**config.mk**
```make
export PLATFORM = sky130hd
export DESIGN_NAME = stable_priority_task_queue_top
export DESIGN_NICKNAME = d
export VERILOG_FILES = /design/src/hw/rtl/spq_pkg.sv /design/src/hw/rtl/spq_cell.sv /design/src/hw/rtl/stable_priority_task_queue_top.sv
export VERILOG_INCLUDE_DIRS = /design/src /design/src/hw/rtl
export SDC_FILE = /design/constraint.sdc
export NUM_CORES = 2
export LEC_CHECK = 0
export BUFFER_PORTS_ARGS = -buffer_cell sky130_fd_sc_hd__buf_2
export CAP_MARGIN = 15
export CORE_ASPECT_RATIO = 1.4
export CORE_MARGIN = 2
export CORE_UTILIZATION = 40
export DETAILED_ROUTE_END_ITERATION = 10
export PLACE_DENSITY_LB_ADDON = 0.08
export SKIP_CTS_REPAIR_TIMING = 1
export SLEW_MARGIN = 20
export SYNTH_ARGS = -nofsm -noshare
export SYNTH_HDL_FRONTEND = slang
export SYNTH_SLANG_ARGS = --single-unit
```
**constraint.sdc**
```tcl
create_clock -name clk_i -period 9.55 [get_ports clk_i]
set_input_delay 1.91 -clock clk_i [delete_from_list [all_inputs] [get_ports clk_i]]
set_output_delay 1.91 -clock clk_i [all_outputs]
set_load 0.005 [all_outputs]
```
**src/hw/rtl/stable_priority_task_queue_top_macros.svh**
```systemverilog
// Assertion macros for the stable priority task queue.
// Included by modules that check their own logic; needs clk_i and rst_ni in scope.
`ifndef STABLE_PRIORITY_TASK_QUEUE_TOP_MACROS_SVH
`define STABLE_PRIORITY_TASK_QUEUE_TOP_MACROS_SVH

// Checks a property at every rising clock edge outside reset.
`define SPQ_ASSERT(lbl, prop, msg) \
  lbl: assert property (@(posedge clk_i) disable iff (!rst_ni) (prop)) else $error(msg);

// Checks that a condition leads to a consequence in the cycle after it.
`define SPQ_ASSERT_NEXT(lbl, ante, cons, msg) \
  lbl: assert property (@(posedge clk_i) disable iff (!rst_ni) (ante) |=> (cons)) \
    else $error(msg);

`endif

```
**src/hw/rtl/spq_pkg.sv**
```systemverilog
// Shared types and constants of the stable priority task queue.
// Used by spq_cell and stable_priority_task_queue_top; depends on nothing.
package spq_pkg;

  localparam int DefaultDepth = 16;
  localparam int IdW = 16;
  localparam int PrioW = 8;
  localparam int TimeW = 16;
  localparam int OccW = 5;

  localparam logic FuncInsert = 1'b0;
  localparam logic FuncPop = 1'b1;

  typedef enum logic [1:0] {
    StInserted = 2'd0,
    StPopped = 2'd1,
    StEmpty = 2'd2,
    StFull = 2'd3
  } status_e;

  typedef struct packed {
    logic [IdW-1:0] id;
    logic [PrioW-1:0] prio;
    logic [TimeW-1:0] etime;
  } task_t;

  typedef struct packed {
    logic ins;
    logic pop;
    task_t new_task;
  } cell_ctrl_t;

endpackage

```
**src/hw/rtl/spq_cell.sv**
```systemverilog
// One cell of the sorted task chain: holds one task and compares it with a new one.
// Depends on spq_pkg for the task and control types.
module spq_cell #(
  parameter int Idx = 0,
  parameter int CntW = 5
) (
  input  logic               clk_i,
  input  spq_pkg::cell_ctrl_t ctrl_i,
  input  logic [CntW-1:0]    count_i,
  input  logic               prev_ge_i,
  input  spq_pkg::task_t     prev_task_i,
  input  spq_pkg::task_t     next_task_i,
  output logic               ge_o,
  output spq_pkg::task_t     task_o
);
  import spq_pkg::*;

  task_t task_q;
  task_t task_d;
  logic  valid;

  assign valid = count_i > CntW'(Idx);
  assign ge_o = valid && (task_q.prio >= ctrl_i.new_task.prio);
  assign task_o = task_q;

  always_comb begin
    task_d = task_q;
    if (ctrl_i.ins) begin
      if (!ge_o) begin
        task_d = prev_ge_i ? ctrl_i.new_task : prev_task_i;
      end
    end else if (ctrl_i.pop) begin
      task_d = next_task_i;
    end
  end

  always_ff @(posedge clk_i) begin
    task_q <= task_d;
  end

endmodule

```
**src/hw/rtl/stable_priority_task_queue_top.sv**
```systemverilog
// Top level of the stable priority task queue: a chain of spq_cell stages and an output register.
// Depends on spq_pkg, spq_cell and stable_priority_task_queue_top_macros.svh.
//
// Usage: an input item carries func_i (insert or pop) and the task fields. It is accepted
// at a rising edge with in_valid_i high and in_stall_o low. Every item yields exactly one
// result item on the output channel, taken at an edge with out_valid_o high and
// out_stall_i low. An insert places the task behind all stored tasks of equal or higher
// priority; a pop returns the head task. A full insert reports status 3, an empty pop 2.
// Latency: the result appears in the cycle after acceptance. Throughput: one item per
// cycle unless the output stalls, set by the compare and shift all cells do in parallel.
// While a result waits and out_stall_i is high, in_stall_o is high and no item is taken;
// a taken result frees the input in the same cycle.
// Reset clears the task count and the output valid; the store is empty after reset and
// needs no clearing pass.
module stable_priority_task_queue_top #(
  parameter int Depth = spq_pkg::DefaultDepth
) (
  input  logic                     clk_i,
  input  logic                     rst_ni,
  input  logic                     in_valid_i,
  output logic                     in_stall_o,
  input  logic                     func_i,
  input  logic [spq_pkg::IdW-1:0]  task_id_i,
  input  logic [spq_pkg::PrioW-1:0] task_priority_i,
  input  logic [spq_pkg::TimeW-1:0] exec_time_i,
  output logic                     out_valid_o,
  input  logic                     out_stall_i,
  output logic [1:0]               status_o,
  output logic [spq_pkg::IdW-1:0]  out_task_id_o,
  output logic [spq_pkg::PrioW-1:0] out_priority_o,
  output logic [spq_pkg::TimeW-1:0] out_exec_time_o,
  output logic [spq_pkg::OccW-1:0] occupancy_o
);
  import spq_pkg::*;
  `include "stable_priority_task_queue_top_macros.svh"

  localparam int CntW = $clog2(Depth + 1);

  logic [CntW-1:0] count_q, count_d;
  logic            out_valid_q;
  status_e         status_q, status_d;
  task_t           res_q, res_d;
  logic [OccW-1:0] occ_q;

  logic       acc, full, empty;
  cell_ctrl_t ctrl;
  logic       ge_w [Depth];
  task_t      task_w [Depth];

  assign in_stall_o = out_valid_q && out_stall_i;
  assign acc = in_valid_i && !in_stall_o;
  assign full = count_q == CntW'(Depth);
  assign empty = count_q == '0;

  assign ctrl.new_task.id = task_id_i;
  assign ctrl.new_task.prio = task_priority_i;
  assign ctrl.new_task.etime = exec_time_i;
  assign ctrl.ins = acc && (func_i == FuncInsert) && !full;
  assign ctrl.pop = acc && (func_i == FuncPop) && !empty;

  for (genvar i = 0; i < Depth; i++) begin : g_cell
    logic  prev_ge;
    task_t prev_task, next_task;
    if (i == 0) begin : g_first
      assign prev_ge = 1'b1;
      assign prev_task = ctrl.new_task;
    end else begin : g_mid
      assign prev_ge = ge_w[i-1];
      assign prev_task = task_w[i-1];
    end
    if (i == Depth - 1) begin : g_last
      assign next_task = task_w[i];
    end else begin : g_inner
      assign next_task = task_w[i+1];
    end
    spq_cell #(
      .Idx (i),
      .CntW(CntW)
    ) u_cell (
      .clk_i      (clk_i),
      .ctrl_i     (ctrl),
      .count_i    (count_q),
      .prev_ge_i  (prev_ge),
      .prev_task_i(prev_task),
      .next_task_i(next_task),
      .ge_o       (ge_w[i]),
      .task_o     (task_w[i])
    );
  end

  always_comb begin
    count_d = count_q;
    res_d = '0;
    unique case (func_i)
      FuncInsert: begin
        status_d = full ? StFull : StInserted;
        if (!full) begin
          count_d = count_q + CntW'(1);
        end
      end
      FuncPop: begin
        status_d = empty ? StEmpty : StPopped;
        if (!empty) begin
          count_d = count_q - CntW'(1);
          res_d = task_w[0];
        end
      end
      default: begin
        status_d = StEmpty;
      end
    endcase
  end

  always_ff @(posedge clk_i or negedge rst_ni) begin
    if (!rst_ni) begin
      count_q <= '0;
      out_valid_q <= 1'b0;
    end else begin
      if (acc) begin
        count_q <= count_d;
        out_valid_q <= 1'b1;
      end else if (!out_stall_i) begin
        out_valid_q <= 1'b0;
      end
    end
  end

  always_ff @(posedge clk_i) begin
    if (acc) begin
      status_q <= status_d;
      res_q <= res_d;
      occ_q <= OccW'(count_d);
    end
  end

  assign out_valid_o = out_valid_q;
  assign status_o = status_q;
  assign out_task_id_o = res_q.id;
  assign out_priority_o = res_q.prio;
  assign out_exec_time_o = res_q.etime;
  assign occupancy_o = occ_q;

  `SPQ_ASSERT(a_count_bound, count_q <= CntW'(Depth), "Task count exceeds depth.")
  `SPQ_ASSERT(a_head_sorted, (count_q < CntW'(2)) || (task_w[0].prio >= task_w[1].prio),
              "Head task is not of the highest priority.")
  `SPQ_ASSERT_NEXT(a_pop_empty, acc && (func_i == FuncPop) && empty,
                   (count_q == '0) && (status_q == StEmpty), "Pop on empty changed the count.")
  `SPQ_ASSERT_NEXT(a_insert_count, ctrl.ins, count_q == $past(count_q) + CntW'(1),
                   "Insert did not raise the count by one.")
  `SPQ_ASSERT_NEXT(a_result_follows, acc, out_valid_o, "Accepted item produced no result.")

endmodule
```
After elaboration in Yosys (flattened, before gate mapping)
Index checks and enable logic that the tools add are counted.

Flip-flop bits (word level): 693. Bits in latches: 0. Memory bits (writable): 0. ROM bits: 0. Input port bits: 45. Memories: 0.

Add/sub/neg operators: 2. $mul: 0. Divide/modulo/power cells: 0. Order comparisons: 32. Eq/ne operators: 17. Shifts and indexed selects: 0. Muxes and demuxes: 68. Bitwise operators: 2. Reduce and logical (&&, ||, !) cells: 44.

Operator list (count): $mux W40 (60); $ge A8 B8 Y1 (16); $gt A5 B4 Y1 const B (8); $reduce_and A2 Y1 (16); $ne A2 B2 Y1 const B (15); $logic_and A1 B1 Y1 (22); $gt A5 B3 Y1 const B (4); $gt A5 B1 Y1 const B (2); $gt A5 B2 Y1 const B (2); $mux W5 (2); $pmux W5 S2 (1); $add A5 B1 Y5 const B (1); $eq A5 B5 Y1 const B (1); $logic_not A5 Y1 (1); $sub A5 B1 Y5 const B (1); $mux W2 (2); $pmux W2 S2 (1); $logic_not A1 Y1 (3); $mux W1 (2); $ne A2 B1 Y1 const B (1); $not A1 Y1 (2); $reduce_bool A2 Y1 (1); $reduce_or A2 Y1 (1).

Longest topological paths before layout
Depth in word-level cells: 7. Gate-level depth with buffers: 11. Depth with buffers taken out: 7.

Cells and area by module
From an unflattened synthesis, not the netlist that was laid out.

Cell total of the unflattened synthesis: 3422. Area, all modules: 38256.7 um^2.

By module, submodules not included: spq_cell (g_cell[13].u_cell ...) (times used 2, cells each 202, area an instance 2265.9 um^2, seq. area each 1201.2 um^2); spq_cell (g_cell[10].u_cell ...) (times used 2, cells each 205, area an instance 2238.4 um^2, seq. area each 1201.2 um^2); spq_cell (g_cell[14].u_cell ...) (times used 2, cells each 204, area an instance 2234.6 um^2, seq. area each 1201.2 um^2); spq_cell (g_cell[4].u_cell) (times used 1, cells each 209, area an instance 2284.7 um^2, seq. area each 1201.2 um^2); spq_cell (g_cell[11].u_cell) (times used 1, cells each 202, area an instance 2264.7 um^2, seq. area each 1201.2 um^2); spq_cell (g_cell[9].u_cell) (times used 1, cells each 205, area an instance 2262.2 um^2, seq. area each 1201.2 um^2); spq_cell (g_cell[7].u_cell) (times used 1, cells each 204, area an instance 2254.7 um^2, seq. area each 1201.2 um^2); spq_cell (g_cell[8].u_cell) (times used 1, cells each 207, area an instance 2252.2 um^2, seq. area each 1201.2 um^2); stable_priority_task_queue_top (times used 1, cells each 158, area an instance 2252.2 um^2, seq. area each 1561.5 um^2); spq_cell (g_cell[15].u_cell) (times used 1, cells each 202, area an instance 2243.4 um^2, seq. area each 1201.2 um^2); spq_cell (g_cell[0].u_cell) (times used 1, cells each 205, area an instance 2242.2 um^2, seq. area each 1201.2 um^2); spq_cell (g_cell[5].u_cell) (times used 1, cells each 202, area an instance 2242.2 um^2, seq. area each 1201.2 um^2); spq_cell (g_cell[2].u_cell) (times used 1, cells each 204, area an instance 2240.9 um^2, seq. area each 1201.2 um^2); spq_cell (g_cell[3].u_cell) (times used 1, cells each 202, area an instance 2239.6 um^2, seq. area each 1201.2 um^2).

Worst setup path before layout
OpenSTA, ideal clock, no wires.

Kind: input-to-reg. Start: in task_priority_i[5] (netlist bit). End: reg g_cell[10].u_cell.task_q (netlist bit g_cell[10].u_cell.task_o[0]) (enable). Setup time: 0.493 ns. Data arrival time: 6.472 ns. Data required time: 9.057 ns. Setup slack: 2.586 ns. Cell stages on the path: 9. Cells stage by stage: inv_1 -> ha_1 -> a21o_1 -> a211oi_1 -> o211ai_1 -> and2_1 -> clkbuf_1 -> clkbuf_1 -> o21ai_0.

Longest elaborated chain between the ends: 4.

Ends and longest elaborated chain: start, declared (line stable_priority_task_queue_top.sv:24) `input logic [spq_pkg::PrioW-1:0] task_priority_i,`; $ge A8 B8 Y1 (line spq_cell.sv:23) `assign ge_o = valid && (task_q.prio >= ctrl_i.new_task.prio);`; $logic_and A1 B1 Y1 (line spq_cell.sv:23); $ne A2 B2 Y1 (no source line); $reduce_and A2 Y1 (no source line); end signal, assigned (line spq_cell.sv:38) `task_q <= task_d;`; end, declared (line spq_cell.sv:18) `task_t task_q;`.

Every way passes these cells. A chain may end at the register's enable or synchronous reset.

==> flow_summary.ini <==
[status]
status = completed

[setup_path]
cp.required_ps = 10070
worst_setup_path_end_kind = flop
critPathLaunchType = primary input
path_delay_family = buffers and inverters
path_buf_inv = 3
critical-path-max-stage-delay_ps = 950
worstPathMaxFanout = 193
cp_data_arrival_time_ps = 5680
slowest_stage = buf_4
path_cells = buf_2, nor2_1, nand2_8, buf_12, buf_4, a221o_1
critPathKind = primary input to flop

[sta]
post-route-min-period_ps = 5160
slew_headroom_pct = 20.4
fin_crit_sh_pct = 54.0
slew_viol_final = 0
finalHoldViolations = 0
finalSetupViolations = 0
final.setup.tns_ps = 0
rsz0062_at_grt = false
fmax_ghz = 0.194
setup_ws_ps = 4390
worst_pin_slew_ps = 1190
finalClockSkew_ps = 26.7

[die]
ios = 94
die_area_um2 = 96700
die-width_um = 263
die_y_um = 367
core_area_um2 = 93700
rows = 133
start_util_pct = 40.2

[logic_synthesis]
syn_avg_cell_area_um2 = 11.1
synthTopCellsByArea = edfxtp_1, a221o_1, a21oi_1
synth-seq-cells = 693
yosys_warnings = 0
ys.flop_type = edfxtp_1
synth_area_um2 = 37700
syn-num-nets = 3566
synth_edf_count = 687
synth_async_sr_flop_share_pct = 0.866
synth_cell_types = 57
ys_seq_area_share_pct = 55.2
synth_cells = 3387
synth_top_area_share_pct = 54.8
yosys.area.top_type = edfxtp_1

[layout]
n_antenna_cell = 0
final_common_cell = edfxtp_1
multiInputGateArea_um2 = 15600
mostFrequentLayoutCells = edfxtp_1, nand2_1, a21oi_1, a221o_1, ha_1
nets = 3424
area_growth_pct = 10.0
drive_above_1_share_pct = 11.4
fill_cells = 8733
seq_area_um2 = 20800

[flow_run]
drv_cap = 0

[clock_network]
clkTransAtPathRegs_ps = 60
clock_path_buffers = 3
cts_tree = yes
cts_sinks = 693
numCtsBuffers = 75
cts-root-buf = clkbuf_16
clock_latency_ps = 670
h-tree-depth = 3

[global_routing]
grt.total_usage_pct = 27.8
grt_pass1_vias = 28200
antenna_found_initial = 0
grt_pass1_wl_um = 202000
grt_max_degree = 220
grt-ovfl-total = 0
met3_usage_pct = 6.19
grt_util_met1_pct = 41.3
gr-usage-met2_pct = 40.0
grt_busiest_layer = met1

[drt]
wl_per_cell_um = 30.7
drc = 0
drt_iter0_markers = 4300
drtAntennaViolNets = 0
vias = 30000
dr.pass1.iters = 6
routed_wl_um = 139000
vias_per_cell = 6.64

[power]
p_int_uw = 6630
vdd_drop_max_mv = 0.125
power.density_nw_per_um2 = 249
clockPowerShare_pct = 28.8
net-switching-power_uw = 3700
p_leak_uw = 0.0145
p_comb_share_pct = 27.8
switching_share_pct = 35.8
seqPwrFrac_pct = 43.4

[placed_design]
gp_congestion = 0.909
place_ws_ps = 3760
hpwl_um = 91200
io_buffers = 93

[hold_path]
hold_path_class = flop to flop
power by group through the flow:
stage               Sequential, uW  Clock (uW)  Combinational (uW)
finish                        4490        2970                2880
global route                  4520        3120                3080
CTS                           4470        3020                2830
detailed placement            4530           0                2820
global placement              4530           0                2760
floorplan                     4300           0                1990
cell families (layout without fill, tap and decap cells):
family          Yosys count  count (layout)  share of synthesized area [%]
fa+ha+maj               134             134                           4.45
buf+inv                 412             328                           4.67
flops                   693             693                           55.2
compound gates         1259            1259                           25.0
xor+xnor                  2               2                         0.0465
simple gates            845             845                           9.45
mux                      42              42                           1.27
final timing paths:
path	endpoint	depth (start not counted)	start	slack [ps]
hold reg to reg	g_cell[0].u_cell.task_o[15]$_DFFE_PP_	2	g_cell[1].u_cell.task_o[15]$_DFFE_PP_	550
hold / removal	g_cell[0].u_cell.task_o[15]$_DFFE_PP_	2	g_cell[1].u_cell.task_o[15]$_DFFE_PP_	550
setup / recovery	g_cell[9].u_cell.task_o[33]$_DFFE_PP_	6	func_i	4390
max in group asynchronous	count_q[1]$_DFFE_PN0P_	1	rst_ni	8330
setup reg to reg	g_cell[9].u_cell.task_o[33]$_DFFE_PP_	8	count_q[1]$_DFFE_PN0P_	4950
min in group asynchronous	count_q[4]$_DFFE_PN0P_	1	rst_ni	1060
worst register-to-register path, cell delays in order (launching register included):
cell      delay (ps)
dfrtp_1          510
inv_1            240
ha_1             250
nor4bb_4         390
nor2_1           240
nand2_8          710
buf_12           730
buf_4           1040
a221o_1          370
cell usage after synthesis, types with 2 or more instances:
cell type / n
inv_1: 27
nor2_1: 22
buf_1: 3
a21oi_1: 521
o211ai_1: 84
a221oi_1: 10
clkbuf_1: 235
o21a_1: 4
a21o_1: 21
a211oi_1: 15
a31oi_1: 15
a221o_1: 520
o21ai_1: 12
buf_6: 5
nand3_1: 3
or2_2: 3
or3_1: 2
buf_2: 141
a211o_1: 11
and3_1: 40
and2_1: 56
mux2_2: 41
xnor2_1: 2
o22ai_1: 2
nand4_1: 9
a2111oi_0: 2
ha_1: 134
nand2_1: 681
edfxtp_1: 687
o21ai_0: 21
nand2b_1: 18
o2111ai_1: 10
dfrtp_1: 6
flip-flops by register name, indices dropped and copies added (netlist names):
register	count
g_cell.u_cell.task_o	640
out_exec_time_o	16
out_task_id_o	16
out_priority_o	8
count_q	5
occupancy_o	5
status_o	2
out_valid_o	1
layer usage:
layer | part of all wire [%] | routed length [um]
met5 | 0 | 0
met4 | 2.7 | 3740
met3 | 11 | 15000
met2 | 43 | 59500
met1 | 44 | 60500
layout make-up:
class	count	area share, %
Multi-Input combinational cell	2282	37.6
Sequential cell	693	50.1
Tap cell	1215	3.67
Clock inverter	44	0.990
Clock buffer	91	4.78
Inverter	28	0.254
Timing Repair Buffer	165	2.63
per-stage QoR:
step	util (%)	area, um^2	instances	power (uW)	hold WS (ps)
CTS	44.2	41400	4517	10300	552
floorplan	-	37700	3387	6290	517
global placement	41.6	39000	4380	7290	530
detailed placement	41.7	39000	4382	7350	537
global route	44.2	41500	4518	10700	565
finish	44.2	41500	4518	10300	554
Power figures use the tool's default switching activity.
